==> src/rtl/core/hid_report_to_ps2_scancodes_macros.svh <==
// ----------------------------------------------------------------------------
// hid_report_to_ps2_scancodes_macros.svh
// Assertion macros used by the report translator RTL.
// ----------------------------------------------------------------------------
`ifndef HID_REPORT_TO_PS2_SCANCODES_MACROS_SVH
`define HID_REPORT_TO_PS2_SCANCODES_MACROS_SVH

// Same-cycle implication, disabled while reset is asserted.
`define HRPS_ASSERT_NOW(label, clk, rst_n, ante, cons) \
	label: assert property (@(posedge clk) disable iff (!(rst_n)) (ante) |-> (cons)) \
		else $error("hrps: same-cycle check failed");

// Next-cycle implication, disabled while reset is asserted.
`define HRPS_ASSERT_NEXT(label, clk, rst_n, ante, cons) \
	label: assert property (@(posedge clk) disable iff (!(rst_n)) (ante) |=> (cons)) \
		else $error("hrps: next-cycle check failed");

`endif

==> src/rtl/core/hrps_pkg.sv <==
// ----------------------------------------------------------------------------
// hrps_pkg
// Types, constants and the usage lookup table of the HID to PS/2 translator.
// ----------------------------------------------------------------------------
`default_nettype none

package hrps_pkg;

	// Default number of key slots in one boot keyboard report.
	localparam int KEY_SLOTS_DEF = 6;

	// PS/2 set 1 byte codes.
	localparam logic [7:0] BREAK_BIT  = 8'h80;
	localparam logic [7:0] EXT_PREFIX = 8'hE0;

	// Usages in this range get an extended prefix.
	localparam logic [7:0] EXT_FIRST = 8'h4A;
	localparam logic [7:0] EXT_LAST  = 8'h52;

	// Modifier bits in emission order: lctrl, lshift, lalt, rctrl, rshift, ralt.
	localparam int MOD_COUNT = 6;
	localparam int MOD_IDX_W = 3;
	localparam logic [7:0] MOD_BIT [MOD_COUNT] =
		'{8'h01, 8'h02, 8'h04, 8'h10, 8'h20, 8'h40};
	localparam logic [7:0] MOD_CODE [MOD_COUNT] =
		'{8'h1D, 8'h2A, 8'h38, 8'h1D, 8'h36, 8'h38};
	localparam logic MOD_EXT [MOD_COUNT] =
		'{1'b0, 1'b0, 1'b0, 1'b1, 1'b0, 1'b1};

	// Sequencer phases.
	typedef enum logic [2:0] {
		ST_IDLE,
		ST_MOD,
		ST_REL,
		ST_PRS,
		ST_END
	} hrps_state_t;

	// HID usage to set 1 make code; zero means unmapped.
	function automatic logic [7:0] set1_code(input logic [7:0] usage);
		logic [7:0] code;
		case (usage)
			8'h04: code = 8'h1E;  8'h05: code = 8'h30;  8'h06: code = 8'h2E;
			8'h07: code = 8'h20;  8'h08: code = 8'h12;  8'h09: code = 8'h21;
			8'h0A: code = 8'h22;  8'h0B: code = 8'h23;  8'h0C: code = 8'h17;
			8'h0D: code = 8'h24;  8'h0E: code = 8'h25;  8'h0F: code = 8'h26;
			8'h10: code = 8'h32;  8'h11: code = 8'h31;  8'h12: code = 8'h18;
			8'h13: code = 8'h19;  8'h14: code = 8'h10;  8'h15: code = 8'h13;
			8'h16: code = 8'h1F;  8'h17: code = 8'h14;  8'h18: code = 8'h16;
			8'h19: code = 8'h2F;  8'h1A: code = 8'h11;  8'h1B: code = 8'h2D;
			8'h1C: code = 8'h15;  8'h1D: code = 8'h2C;
			8'h1E: code = 8'h02;  8'h1F: code = 8'h03;  8'h20: code = 8'h04;
			8'h21: code = 8'h05;  8'h22: code = 8'h06;  8'h23: code = 8'h07;
			8'h24: code = 8'h08;  8'h25: code = 8'h09;  8'h26: code = 8'h0A;
			8'h27: code = 8'h0B;
			8'h28: code = 8'h1C;  8'h29: code = 8'h01;  8'h2A: code = 8'h0E;
			8'h2B: code = 8'h0F;  8'h2C: code = 8'h39;  8'h2D: code = 8'h0C;
			8'h2E: code = 8'h0D;  8'h2F: code = 8'h1A;  8'h30: code = 8'h1B;
			8'h31: code = 8'h2B;  8'h33: code = 8'h27;  8'h34: code = 8'h28;
			8'h35: code = 8'h29;  8'h36: code = 8'h33;  8'h37: code = 8'h34;
			8'h38: code = 8'h35;  8'h39: code = 8'h3A;
			8'h3A: code = 8'h3B;  8'h3B: code = 8'h3C;  8'h3C: code = 8'h3D;
			8'h3D: code = 8'h3E;  8'h3E: code = 8'h3F;  8'h3F: code = 8'h40;
			8'h40: code = 8'h41;  8'h41: code = 8'h42;  8'h42: code = 8'h43;
			8'h43: code = 8'h44;  8'h44: code = 8'h57;  8'h45: code = 8'h58;
			8'h4A: code = 8'h47;  8'h4B: code = 8'h49;  8'h4D: code = 8'h4F;
			8'h4E: code = 8'h51;  8'h4F: code = 8'h4D;  8'h50: code = 8'h4B;
			8'h51: code = 8'h50;  8'h52: code = 8'h48;
			default: code = 8'h00;
		endcase
		return code;
	endfunction

endpackage

`default_nettype wire

==> src/rtl/core/hrps_if.sv <==
// ----------------------------------------------------------------------------
// hrps_if
// Valid/ready channels of the translator: report words in, scan code words out.
// ----------------------------------------------------------------------------
`default_nettype none

// One boot keyboard report per word; slot n sits in key_slot[8*n+7:8*n].
interface hrps_in_if
	import hrps_pkg::*;
#(
	parameter int KEY_SLOTS = KEY_SLOTS_DEF
);
	logic                     valid;
	logic                     ready;
	logic [7:0]               modifiers;
	logic [8*KEY_SLOTS-1:0]   key_slot;

	modport source (output valid, output modifiers, output key_slot, input ready);
	modport sink   (input valid, input modifiers, input key_slot, output ready);
endinterface

// One PS/2 set 1 byte per word.
interface hrps_out_if;
	logic       valid;
	logic       ready;
	logic [7:0] scan_byte;
	logic       last_of_run;

	modport source (output valid, output scan_byte, output last_of_run, input ready);
	modport sink   (input valid, input scan_byte, input last_of_run, output ready);
endinterface

`default_nettype wire

==> src/rtl/core/hid_report_to_ps2_scancodes.sv <==
// ----------------------------------------------------------------------------
// hid_report_to_ps2_scancodes
// Translates USB HID boot keyboard reports into PS/2 scan code set 1 bytes.
// ----------------------------------------------------------------------------
// The block takes one report word, compares it with the previous report and
// sends the resulting make, break and E0 prefix bytes one per word, with
// last_of_run set on the final byte of the report; a report that changes
// nothing sends no words. A small sequencer visits the six modifier bits and
// then every key slot twice (releases, then presses), one step per cycle while
// the output side does not stall, through a single match-and-lookup unit; a
// position with an E0 prefix takes an extra step that sends the prefix first.
// The input is not ready until the report is finished.
// ----------------------------------------------------------------------------
`default_nettype none

`include "hid_report_to_ps2_scancodes_macros.svh"

module hid_report_to_ps2_scancodes
	import hrps_pkg::*;
#(
	parameter int KEY_SLOTS = KEY_SLOTS_DEF
) (
	input  wire logic   clk,
	input  wire logic   arst_n,
	hrps_in_if.sink     rpt,
	hrps_out_if.source  scan
);

	localparam int SLOT_W = (KEY_SLOTS > 1) ? $clog2(KEY_SLOTS) : 1;
	localparam int IDX_W  = (SLOT_W > MOD_IDX_W) ? SLOT_W : MOD_IDX_W;
	localparam logic [IDX_W-1:0] LAST_SLOT = IDX_W'(KEY_SLOTS - 1);
	localparam logic [IDX_W-1:0] LAST_MOD  = IDX_W'(MOD_COUNT - 1);

	hrps_state_t      state_q, state_d;
	logic [IDX_W-1:0] idx_q;
	logic             pre_q;

	logic [7:0] mods_q;
	logic [7:0] keys_q [KEY_SLOTS];
	logic [7:0] prev_mods_q;
	logic [7:0] prev_keys_q [KEY_SLOTS];

	logic       hold_valid_q;
	logic [7:0] hold_byte_q;
	logic       out_valid_q;
	logic [7:0] out_byte_q;
	logic       out_last_q;

	logic              accept, out_pop, step_en;
	logic [SLOT_W-1:0] slot;
	logic [MOD_IDX_W-1:0] mod_i;
	logic [7:0]        probe, probe_code;
	logic              probe_hit, probe_ext, probe_live;
	logic              emit_v, adv, pre_set, phase_last;
	logic [7:0]        emit_b;
	logic              push_mid, push_end;

	// Handshake terms.
	assign accept  = rpt.valid && rpt.ready;
	assign out_pop = out_valid_q && scan.ready;
	assign step_en = !out_valid_q || out_pop;

	assign rpt.ready        = (state_q == ST_IDLE);
	assign scan.valid       = out_valid_q;
	assign scan.scan_byte   = out_byte_q;
	assign scan.last_of_run = out_last_q;

	assign slot  = idx_q[SLOT_W-1:0];
	assign mod_i = idx_q[MOD_IDX_W-1:0];

	// Shared match and lookup unit: releases probe the old slot against the new
	// report, presses probe the new slot against the old report.
	always_comb begin
		probe_hit = 1'b0;
		if (state_q == ST_REL) begin
			probe = prev_keys_q[slot];
			for (int j = 0; j < KEY_SLOTS; j++) begin
				probe_hit = probe_hit | (keys_q[j] == probe);
			end
		end else begin
			probe = keys_q[slot];
			for (int j = 0; j < KEY_SLOTS; j++) begin
				probe_hit = probe_hit | (prev_keys_q[j] == probe);
			end
		end
		probe_code = set1_code(probe);
		probe_ext  = (probe >= EXT_FIRST) && (probe <= EXT_LAST);
		probe_live = (probe != 8'h00) && !probe_hit && (probe_code != 8'h00);
	end

	// Sequencer next state and the byte produced in this step.
	always_comb begin
		state_d    = state_q;
		emit_v     = 1'b0;
		emit_b     = 8'h00;
		adv        = 1'b0;
		pre_set    = 1'b0;
		phase_last = 1'b0;
		if (state_q == ST_IDLE || step_en) begin
			case (state_q)
				ST_IDLE: begin
					if (accept) begin
						state_d = ST_MOD;
					end
				end
				ST_MOD: begin
					phase_last = (idx_q == LAST_MOD);
					if (|((mods_q ^ prev_mods_q) & MOD_BIT[mod_i])) begin
						emit_v = 1'b1;
						if (MOD_EXT[mod_i] && !pre_q) begin
							emit_b  = EXT_PREFIX;
							pre_set = 1'b1;
						end else begin
							emit_b = (|(mods_q & MOD_BIT[mod_i])) ? MOD_CODE[mod_i]
								: (MOD_CODE[mod_i] | BREAK_BIT);
							adv = 1'b1;
						end
					end else begin
						adv = 1'b1;
					end
					if (adv && phase_last) begin
						state_d = ST_REL;
					end
				end
				ST_REL, ST_PRS: begin
					phase_last = (idx_q == LAST_SLOT);
					if (probe_live) begin
						emit_v = 1'b1;
						if (probe_ext && !pre_q) begin
							emit_b  = EXT_PREFIX;
							pre_set = 1'b1;
						end else begin
							emit_b = (state_q == ST_REL) ? (probe_code | BREAK_BIT)
								: probe_code;
							adv = 1'b1;
						end
					end else begin
						adv = 1'b1;
					end
					if (adv && phase_last) begin
						state_d = (state_q == ST_REL) ? ST_PRS : ST_END;
					end
				end
				ST_END: begin
					state_d = ST_IDLE;
				end
				default: begin
					state_d = ST_IDLE;
				end
			endcase
		end
	end

	// A byte leaves the hold register once its successor exists or the run ends.
	assign push_mid = emit_v && hold_valid_q;
	assign push_end = (state_q == ST_END) && step_en && hold_valid_q;

	// State register.
	always_ff @(posedge clk or negedge arst_n) begin
		if (!arst_n) begin
			state_q <= ST_IDLE;
		end else begin
			state_q <= state_d;
		end
	end

	// Position counter and prefix flag.
	always_ff @(posedge clk or negedge arst_n) begin
		if (!arst_n) begin
			idx_q <= '0;
			pre_q <= 1'b0;
		end else if (accept) begin
			idx_q <= '0;
			pre_q <= 1'b0;
		end else if (adv) begin
			idx_q <= phase_last ? '0 : idx_q + 1'b1;
			pre_q <= 1'b0;
		end else if (pre_set) begin
			pre_q <= 1'b1;
		end
	end

	// Previous report, updated when a report is finished.
	always_ff @(posedge clk or negedge arst_n) begin
		if (!arst_n) begin
			prev_mods_q <= '0;
			for (int i = 0; i < KEY_SLOTS; i++) begin
				prev_keys_q[i] <= '0;
			end
		end else if (state_q == ST_END && step_en) begin
			prev_mods_q <= mods_q;
			for (int i = 0; i < KEY_SLOTS; i++) begin
				prev_keys_q[i] <= keys_q[i];
			end
		end
	end

	// Current report capture.
	always_ff @(posedge clk) begin
		if (accept) begin
			mods_q <= rpt.modifiers;
			for (int i = 0; i < KEY_SLOTS; i++) begin
				keys_q[i] <= rpt.key_slot[8*i +: 8];
			end
		end
	end

	// Hold and output valid flags.
	always_ff @(posedge clk or negedge arst_n) begin
		if (!arst_n) begin
			hold_valid_q <= 1'b0;
			out_valid_q  <= 1'b0;
		end else begin
			if (emit_v) begin
				hold_valid_q <= 1'b1;
			end else if (push_end) begin
				hold_valid_q <= 1'b0;
			end
			out_valid_q <= push_mid || push_end || (out_valid_q && !out_pop);
		end
	end

	// Hold and output payload.
	always_ff @(posedge clk) begin
		if (emit_v) begin
			hold_byte_q <= emit_b;
		end
		if (push_mid || push_end) begin
			out_byte_q <= hold_byte_q;
			out_last_q <= push_end;
		end
	end

	// Checks on the sequencer.
	`HRPS_ASSERT_NOW(a_idle_no_hold, clk, arst_n, state_q == ST_IDLE, !hold_valid_q)
	`HRPS_ASSERT_NOW(a_prefix_in_run, clk, arst_n, pre_q, (state_q == ST_MOD) || (state_q == ST_REL) || (state_q == ST_PRS))
	`HRPS_ASSERT_NEXT(a_start, clk, arst_n, accept, (state_q == ST_MOD) && (idx_q == '0) && !hold_valid_q)
	`HRPS_ASSERT_NEXT(a_finish, clk, arst_n, (state_q == ST_END) && step_en, (state_q == ST_IDLE) && (prev_mods_q == $past(mods_q)))

endmodule

`default_nettype wire
==> src/flat_wrapper.sv <==
// flat-port wrapper written by rule: the top's interface ports become plain ports
module hid_report_to_ps2_scancodes_flat import hrps_pkg::*;
#(
	parameter int KEY_SLOTS = KEY_SLOTS_DEF
)
  (clk, arst_n, rpt_valid, rpt_modifiers, rpt_key_slot, rpt_ready, scan_valid, scan_scan_byte, scan_last_of_run, scan_ready);
  hrps_in_if #(.KEY_SLOTS(KEY_SLOTS)) rpt_i ();
  hrps_out_if scan_i ();
  input  wire logic clk;
  input  wire logic arst_n;
  input wire logic [$bits(rpt_i.valid)-1:0] rpt_valid;
  input wire logic [$bits(rpt_i.modifiers)-1:0] rpt_modifiers;
  input wire logic [$bits(rpt_i.key_slot)-1:0] rpt_key_slot;
  output wire logic [$bits(rpt_i.ready)-1:0] rpt_ready;
  output wire logic [$bits(scan_i.valid)-1:0] scan_valid;
  output wire logic [$bits(scan_i.scan_byte)-1:0] scan_scan_byte;
  output wire logic [$bits(scan_i.last_of_run)-1:0] scan_last_of_run;
  input wire logic [$bits(scan_i.ready)-1:0] scan_ready;
  assign rpt_i.valid = rpt_valid;
  assign rpt_i.modifiers = rpt_modifiers;
  assign rpt_i.key_slot = rpt_key_slot;
  assign rpt_ready = rpt_i.ready;
  assign scan_valid = scan_i.valid;
  assign scan_scan_byte = scan_i.scan_byte;
  assign scan_last_of_run = scan_i.last_of_run;
  assign scan_i.ready = scan_ready;
  hid_report_to_ps2_scancodes #(.KEY_SLOTS(KEY_SLOTS)) u_core (.clk(clk), .arst_n(arst_n), .rpt(rpt_i), .scan(scan_i));
endmodule
==> config.mk <==
export PLATFORM = sky130hd
export DESIGN_NAME = hid_report_to_ps2_scancodes_flat
export DESIGN_NICKNAME = d
export VERILOG_FILES = /design/src/rtl/core/hrps_pkg.sv /design/src/rtl/core/hrps_if.sv /design/src/rtl/core/hid_report_to_ps2_scancodes.sv /design/src/flat_wrapper.sv
export VERILOG_INCLUDE_DIRS = /design/src /design/src/rtl/core
export SDC_FILE = /design/constraint.sdc
export NUM_CORES = 1
export LEC_CHECK = 0
export ABC_AREA = 1
export BUFFER_PORTS_ARGS = -buffer_cell sky130_fd_sc_hd__clkbuf_2
export CAP_MARGIN = 40
export CORE_MARGIN = 3
export CORE_UTILIZATION = 30
export DETAILED_ROUTE_END_ITERATION = 7
export SYNTH_ARGS = -nofsm -noshare
export SYNTH_HDL_FRONTEND = slang
export SYNTH_SLANG_ARGS = --single-unit
==> constraint.sdc <==
create_clock -name clk -period 4.3 [get_ports clk]
set_input_delay 0.86 -clock clk [delete_from_list [all_inputs] [get_ports clk]]
set_output_delay 0.86 -clock clk [all_outputs]
set_load 0.03 [all_outputs]
==> results of run 1 <==
-- metal layers --
metal  vias up  track usage [%]  routed length (um)
met5         -                0                   0
met4         0             4.22                 363
met3        20             2.42                1350
met2       221             25.3               11100
met1      3480             23.8               12100
li1       3748                -                   -
-- registers in the layout, indices dropped and copies added (netlist names), 3 cells and up --
name,count
u_core.prev_mods_q,6
u_core.state_q,3
u_core.prev_keys_q,48
u_core.hold_byte_q,8
u_core.mods_q,6
u_core.keys_q,48
u_core.scan.scan_byte,8
u_core.idx_q,3
-- stage by stage --
step                      setup WS, ns  cell area (um2)
after floorplan                  0.895             8860
after global placement           0.435             9580
after detailed placement         0.412             9600
after CTS                        0.396            10100
after global routing            0.0820            10100
final                            0.392            10100
-- cells by family (layout without fill, tap and decap cells) --
group,count (synthesis),count (layout)
flops,134,134
compound gates,130,130
simple gates,593,593
xor+xnor,76,76
fa+ha+maj,19,19
buf+inv,165,249
-- synthesized netlist by cell type, types with 2 or more instances --
| cell | n | share of area, % |
|---|---|---|
| a21oi_1 | 24 | 1.4 |
| a21oi_2 | 3 | 0.30 |
| a22oi_4 | 4 | 0.96 |
| a31oi_1 | 2 | 0.14 |
| buf_2 | 5 | 0.28 |
| buf_4 | 6 | 0.51 |
| buf_6 | 10 | 1.3 |
| buf_8 | 2 | 0.34 |
| clkbuf_1 | 10 | 0.42 |
| dfrtp_1 | 63 | 18 |
| edfxtp_1 | 71 | 24 |
| ha_1 | 19 | 2.7 |
| inv_1 | 114 | 4.8 |
| inv_2 | 13 | 0.55 |
| nand2_1 | 342 | 14 |
| nand2_2 | 28 | 2.0 |
| nand2_4 | 13 | 1.7 |
| nand3_1 | 84 | 4.7 |
| nand3_2 | 8 | 0.90 |
| nand4_1 | 20 | 1.4 |
| nor2_1 | 76 | 3.2 |
| nor2_2 | 8 | 0.56 |
| nor3_1 | 8 | 0.45 |
| o211ai_1 | 6 | 0.51 |
| o211ai_2 | 4 | 0.56 |
| o21ai_0 | 59 | 3.3 |
| o21ai_1 | 16 | 0.90 |
| o21ai_2 | 2 | 0.20 |
| o22ai_1 | 5 | 0.35 |
| or2_0 | 2 | 0.14 |
| xnor2_1 | 11 | 1.1 |
| xor2_1 | 65 | 6.4 |
-- how the worst max path moves through the flow --
stage | startpoint | end | slack, ns
floorplan | u_core.idx_q[0] | u_core.scan.last_of_run | 0.89
global placement | u_core.idx_q[1] | u_core.scan.scan_byte[0] | 0.44
detailed placement | u_core.idx_q[1] | u_core.scan.scan_byte[0] | 0.41
CTS | u_core.idx_q[1] | u_core.scan.scan_byte[5] | 0.40
global route | u_core.idx_q[2] | u_core.scan.scan_byte[5] | 0.08
finish | u_core.idx_q[2] | u_core.scan.scan_byte[6] | 0.39
-- area by class of cell --
| cell class | count | share of cell area, % |
|---|---|---|
| clock inverters | 10 | 1.06 |
| repair buffers | 87 | 5.00 |
| well taps | 384 | 4.73 |
| multi-input cells | 818 | 43.4 |
| inverters | 130 | 4.84 |
| flip-flops and latches | 134 | 36.6 |
| clock buffers | 22 | 4.38 |
-- critical path, delay by kind of cell, from the launching register on --
kind            cells  cell delay, ns
flops               1            0.44
fa+ha+maj           1            0.38
compound gates      1            0.16
simple gates       17            2.12
buf+inv             3            0.48
==> flow_metrics.tcl, run 1 <==
set metrics [dict create \
    h-tree-depth 4 \
    yosysWarnings 0 \
    area_delta_synth_final_pct 14.5 \
    final_cell_mix "nand2_1 (342), inv_1 (113), nand3_1 (83)" \
    synth.area.mux_share_pct 0 \
    finalCriticalPeriod_ns 3.91 \
    numCtsBuffers 17 \
    finalHoldViolations 0 \
    syn_area_um2 8860 \
    drcViolationCount 0 \
    syn_inst 1117 \
    rr_endpoint "u_core.scan.scan_byte[6]" \
    hold_slack_ns 0.369 \
    fin_crit_sh_pct 90.9 \
    vias 7469 \
    coreArea_um2 28900 \
    stdcell_count 1585 \
    grt_start_max_net_pins 92 \
    yosys.area_share.simple_pct 30.1 \
    ios 71 \
    reg2reg_depth 22 \
    hpwl_um 18500 \
    ys_seq_area_share_pct 41.8 \
    nFillCells 3022 \
    rr_startpoint "u_core.idx_q[2]" \
    dp.cells 1553 \
    path_clk_slew_ns 0.06 \
    setup_viol_count_final 0 \
    slew_viol_final 0 \
    clock_skew_ns 0.0137 \
    critPathKind "reg -> reg" \
    slowest_delay_ns 0.44 \
    port_buffers 68 \
    fin_util_pct 35.1 \
    die_x_um 178 \
    synth_edf_count 71 \
    start_util_pct 30.6 \
    critPathRequiredTime_ns 4.39 \
    antenna_found_initial 0 \
    cts_tree "yes" \
    cp_slowest_cell "dfrtp_1" \
    wirelength_um 24900 \
    die_area_um2 31600 \
    synth-compound-area-share_pct 9.37 \
    clockBufferDepth 2 \
    drive_above_1_share_pct 17.4 \
    layout_commonest_cell "nand2_1" \
    holdCritPathClass "in -> async" \
    synth_cell_type_count 46 \
    drtIter0Drc 728 \
    ant_nets 0 \
    multiInputGateArea_um2 4410 \
    place.gp.congestion 0.946 \
    arrival_ns 4.00 \
    firstDrtPassIters 5 \
    rows 62 \
    die_h_um 178 \
    fin_tns_setup_ns 0 \
    relSlewSlack_pct 44.3 \
    clock_latency_ns 0.42 \
    post_cts_buffers 0 \
    worstSetupEndpointType "flop" \
    max_cap_violations 0 \
    grt_pass1_wl_um 40400 \
    hold_buffers 0 \
    tightest_slew_ns 0.836 \
    critPathLaunchType "flop" \
    overflow 0 \
    async_flop_share_pct 47.0 \
    synth_adder_area_share_pct 2.68 \
    synth_top_family_by_area "simple AND/OR/NAND/NOR gates" \
    cts_sinks 134 \
    cpMostUsedCell "nand2_1" \
    fin_nets 1267 \
    r2r_setup_slack_ns 0.39 \
    syn-num-nets 1196 \
    cts_resized 0 \
    num_antenna_cells 0 \
    syn_area_per_cell_um2 7.93 \
    critical_path.cell_chain "inv_2 > nor2_8 > o211ai_2 > nand3_1 > nand2_2 > ha_1 > inv_1 > nand3_1 > nand3_1 > nand2_1 > nand2_1 > nand2_1 > nand2_1 > nand2_1 > nand3_1 > nand4_2 > nand3_2 > nand2_1 > nand2_1 > inv_2 > nand2_1 > nand2_1" \
    regArea_um2 3710 \
    critical_path_peak_fanout 20 \
    gr-usage-all-layers_pct 16.3 \
    vias_per_cell 4.71 \
    grt_setup_unrepaired "false" \
    status "finished clean" \
    cts_root_buffer "clkbuf_16" \
    fmax_ghz 0.256 \
    wl_per_cell_um 15.7 \
    synth_ff_type "edfxtp_1" \
    synth_xor_xnor_area_share_pct 7.51 \
    ys_ff_latch 134 \
    grt_pass1_vias 7270 \
]
Power of run 1 is left out: the tool's default activity adds up to more than one toggle a clock period on the data nets, which glitch-free logic cannot reach.
==> inputs of run 2 (changes only) <==
--- a/config.mk
+++ b/config.mk
@@ -7,11 +7,11 @@
 export NUM_CORES = 1
 export LEC_CHECK = 0
 export ABC_AREA = 1
-export BUFFER_PORTS_ARGS = -buffer_cell sky130_fd_sc_hd__clkbuf_2
 export CAP_MARGIN = 40
 export CORE_MARGIN = 3
 export CORE_UTILIZATION = 30
 export DETAILED_ROUTE_END_ITERATION = 7
+export DONT_BUFFER_PORTS = 1
 export SYNTH_ARGS = -nofsm -noshare
 export SYNTH_HDL_FRONTEND = slang
 export SYNTH_SLANG_ARGS = --single-unit
==> flow_metrics.tcl, run 2 (synthesized netlist as in run 1, its figures left out) <==
set metrics [dict create \
    die_area_um2 31600 \
    grt_start_max_net_pins 92 \
    gr-usage-all-layers_pct 16.5 \
    start_util_pct 30.6 \
    fin_crit_sh_pct 92.4 \
    grt_pass1_vias 7099 \
    fin_nets 1199 \
    path_clk_slew_ns 0.07 \
    wirelength_um 25200 \
    status "finished clean" \
    finalCriticalPeriod_ns 3.97 \
    area_delta_synth_final_pct 11.0 \
    critPathLaunchType "flop" \
    clockBufferDepth 2 \
    finalHoldViolations 0 \
    drcViolationCount 0 \
    final_cell_mix "nand2_1 (341), inv_1 (113), nand3_1 (83)" \
    antenna_found_initial 3 \
    reg_top3 "u_core.keys_q x48, u_core.prev_keys_q x48" \
    port_buffers 0 \
    grt_pass1_wl_um 40100 \
    grt_setup_unrepaired "false" \
    die_h_um 178 \
    critPathKind "reg -> reg" \
    numCtsBuffers 17 \
    vias_per_cell 4.90 \
    layout_commonest_cell "nand2_1" \
    critical_path_peak_fanout 21 \
    relSlewSlack_pct 45.1 \
    cts_tree "yes" \
    hold_buffers 0 \
    drive_above_1_share_pct 12.9 \
    wl_per_cell_um 16.6 \
    clock_skew_ns 0.0116 \
    critPathRequiredTime_ns 4.46 \
    max_cap_violations 0 \
    clock_latency_ns 0.44 \
    holdCritPathClass "in -> async" \
    arrival_ns 4.13 \
    die_x_um 178 \
    ios 71 \
    ant_nets 0 \
    setup_viol_count_final 0 \
    fmax_ghz 0.252 \
    overflow 0 \
    firstDrtPassIters 5 \
    worstSetupEndpointType "flop" \
    rows 62 \
    cts_sinks 134 \
    cts_root_buffer "clkbuf_16" \
    place.gp.congestion 0.906 \
    h-tree-depth 4 \
    fin_tns_setup_ns 0 \
    slew_viol_final 0 \
    drtIter0Drc 704 \
    tightest_slew_ns 0.823 \
    coreArea_um2 28900 \
    hpwl_um 18500 \
    vias 7443 \
]
run 2: per-stage QoR:
step	utilization (%)	hold slack, ns	instances	setup WS [ns]	cell area, um2
2_1_floorplan	-	0.400	1117	0.895	8860
3_3_place_gp	31.9	0.408	1484	0.281	9230
3_5_place_dp	32.0	0.411	1485	0.240	9250
4_1_cts	34.0	0.0951	1517	0.207	9830
5_1_grt	34.0	0.0931	1517	0.00707	9830
6_report	34.0	0.111	1518	0.328	9830
run 2: worst max-delay path: stages, from the launching register on:
cell	delay, ns
dfrtp_1	0.44
inv_2	0.42
nor2_4	0.14
a22oi_2	0.28
nand3_1	0.13
nand2_2	0.15
inv_1	0.19
ha_1	0.27
inv_1	0.14
nand2_1	0.10
nand2_1	0.11
nor2_1	0.05
nor2_1	0.14
nor2_1	0.06
nand3_1	0.07
nand2_1	0.09
nor2_2	0.12
nand4_2	0.13
nand3_2	0.12
nand2_1	0.06
nand2_1	0.09
inv_2	0.10
nand2_1	0.11
nand2_2	0.15
run 2: layout make-up:
| class | instances | area, um2 |
|---|---|---|
| sequential | 134 | 3710 |
| timing repair buffer | 19 | 155 |
| multi-input combinational | 818 | 4410 |
| tap | 384 | 480 |
| antenna | 1 | 2.50 |
| inverter | 130 | 492 |
| clock inverter | 14 | 151 |
| clock buffer | 18 | 429 |
| fill | 3042 | 19100 |
run 2: repair_timing:
action                     CTS  global route
setup endpoints to repair    0             9
resized for setup            0             2
buffers inserted             0             0
run 2: final timing paths:
kind / startpoint / endpoint / slack [ns] / cells after the start
min in group clk: u_core.hold_byte_q[0] / u_core.scan.scan_byte[0] / 0.42 / 0
worst max register to register: u_core.idx_q[2] / u_core.scan.scan_byte[4] / 0.33 / 23
worst min register to register: u_core.hold_byte_q[0] / u_core.scan.scan_byte[0] / 0.42 / 0
worst max-delay path: u_core.idx_q[2] / u_core.scan.scan_byte[4] / 0.33 / 23
worst min-delay path: arst_n / u_core.prev_keys_q[37] / 0.11 / 0
max in group asynchronous: arst_n / u_core.idx_q[0] / 4.05 / 0
run 2: per-layer routing:
metal / track usage, % / wire length [um] / part of all wire [%]
met1: 23.8 / 12100 / 48
met2: 24.9 / 11100 / 44
met3: 3.44 / 1650 / 6.5
met4: 4.32 / 309 / 1.2
met5: 0 / 23 / 0.091
Power of run 2 is left out for the same reason.
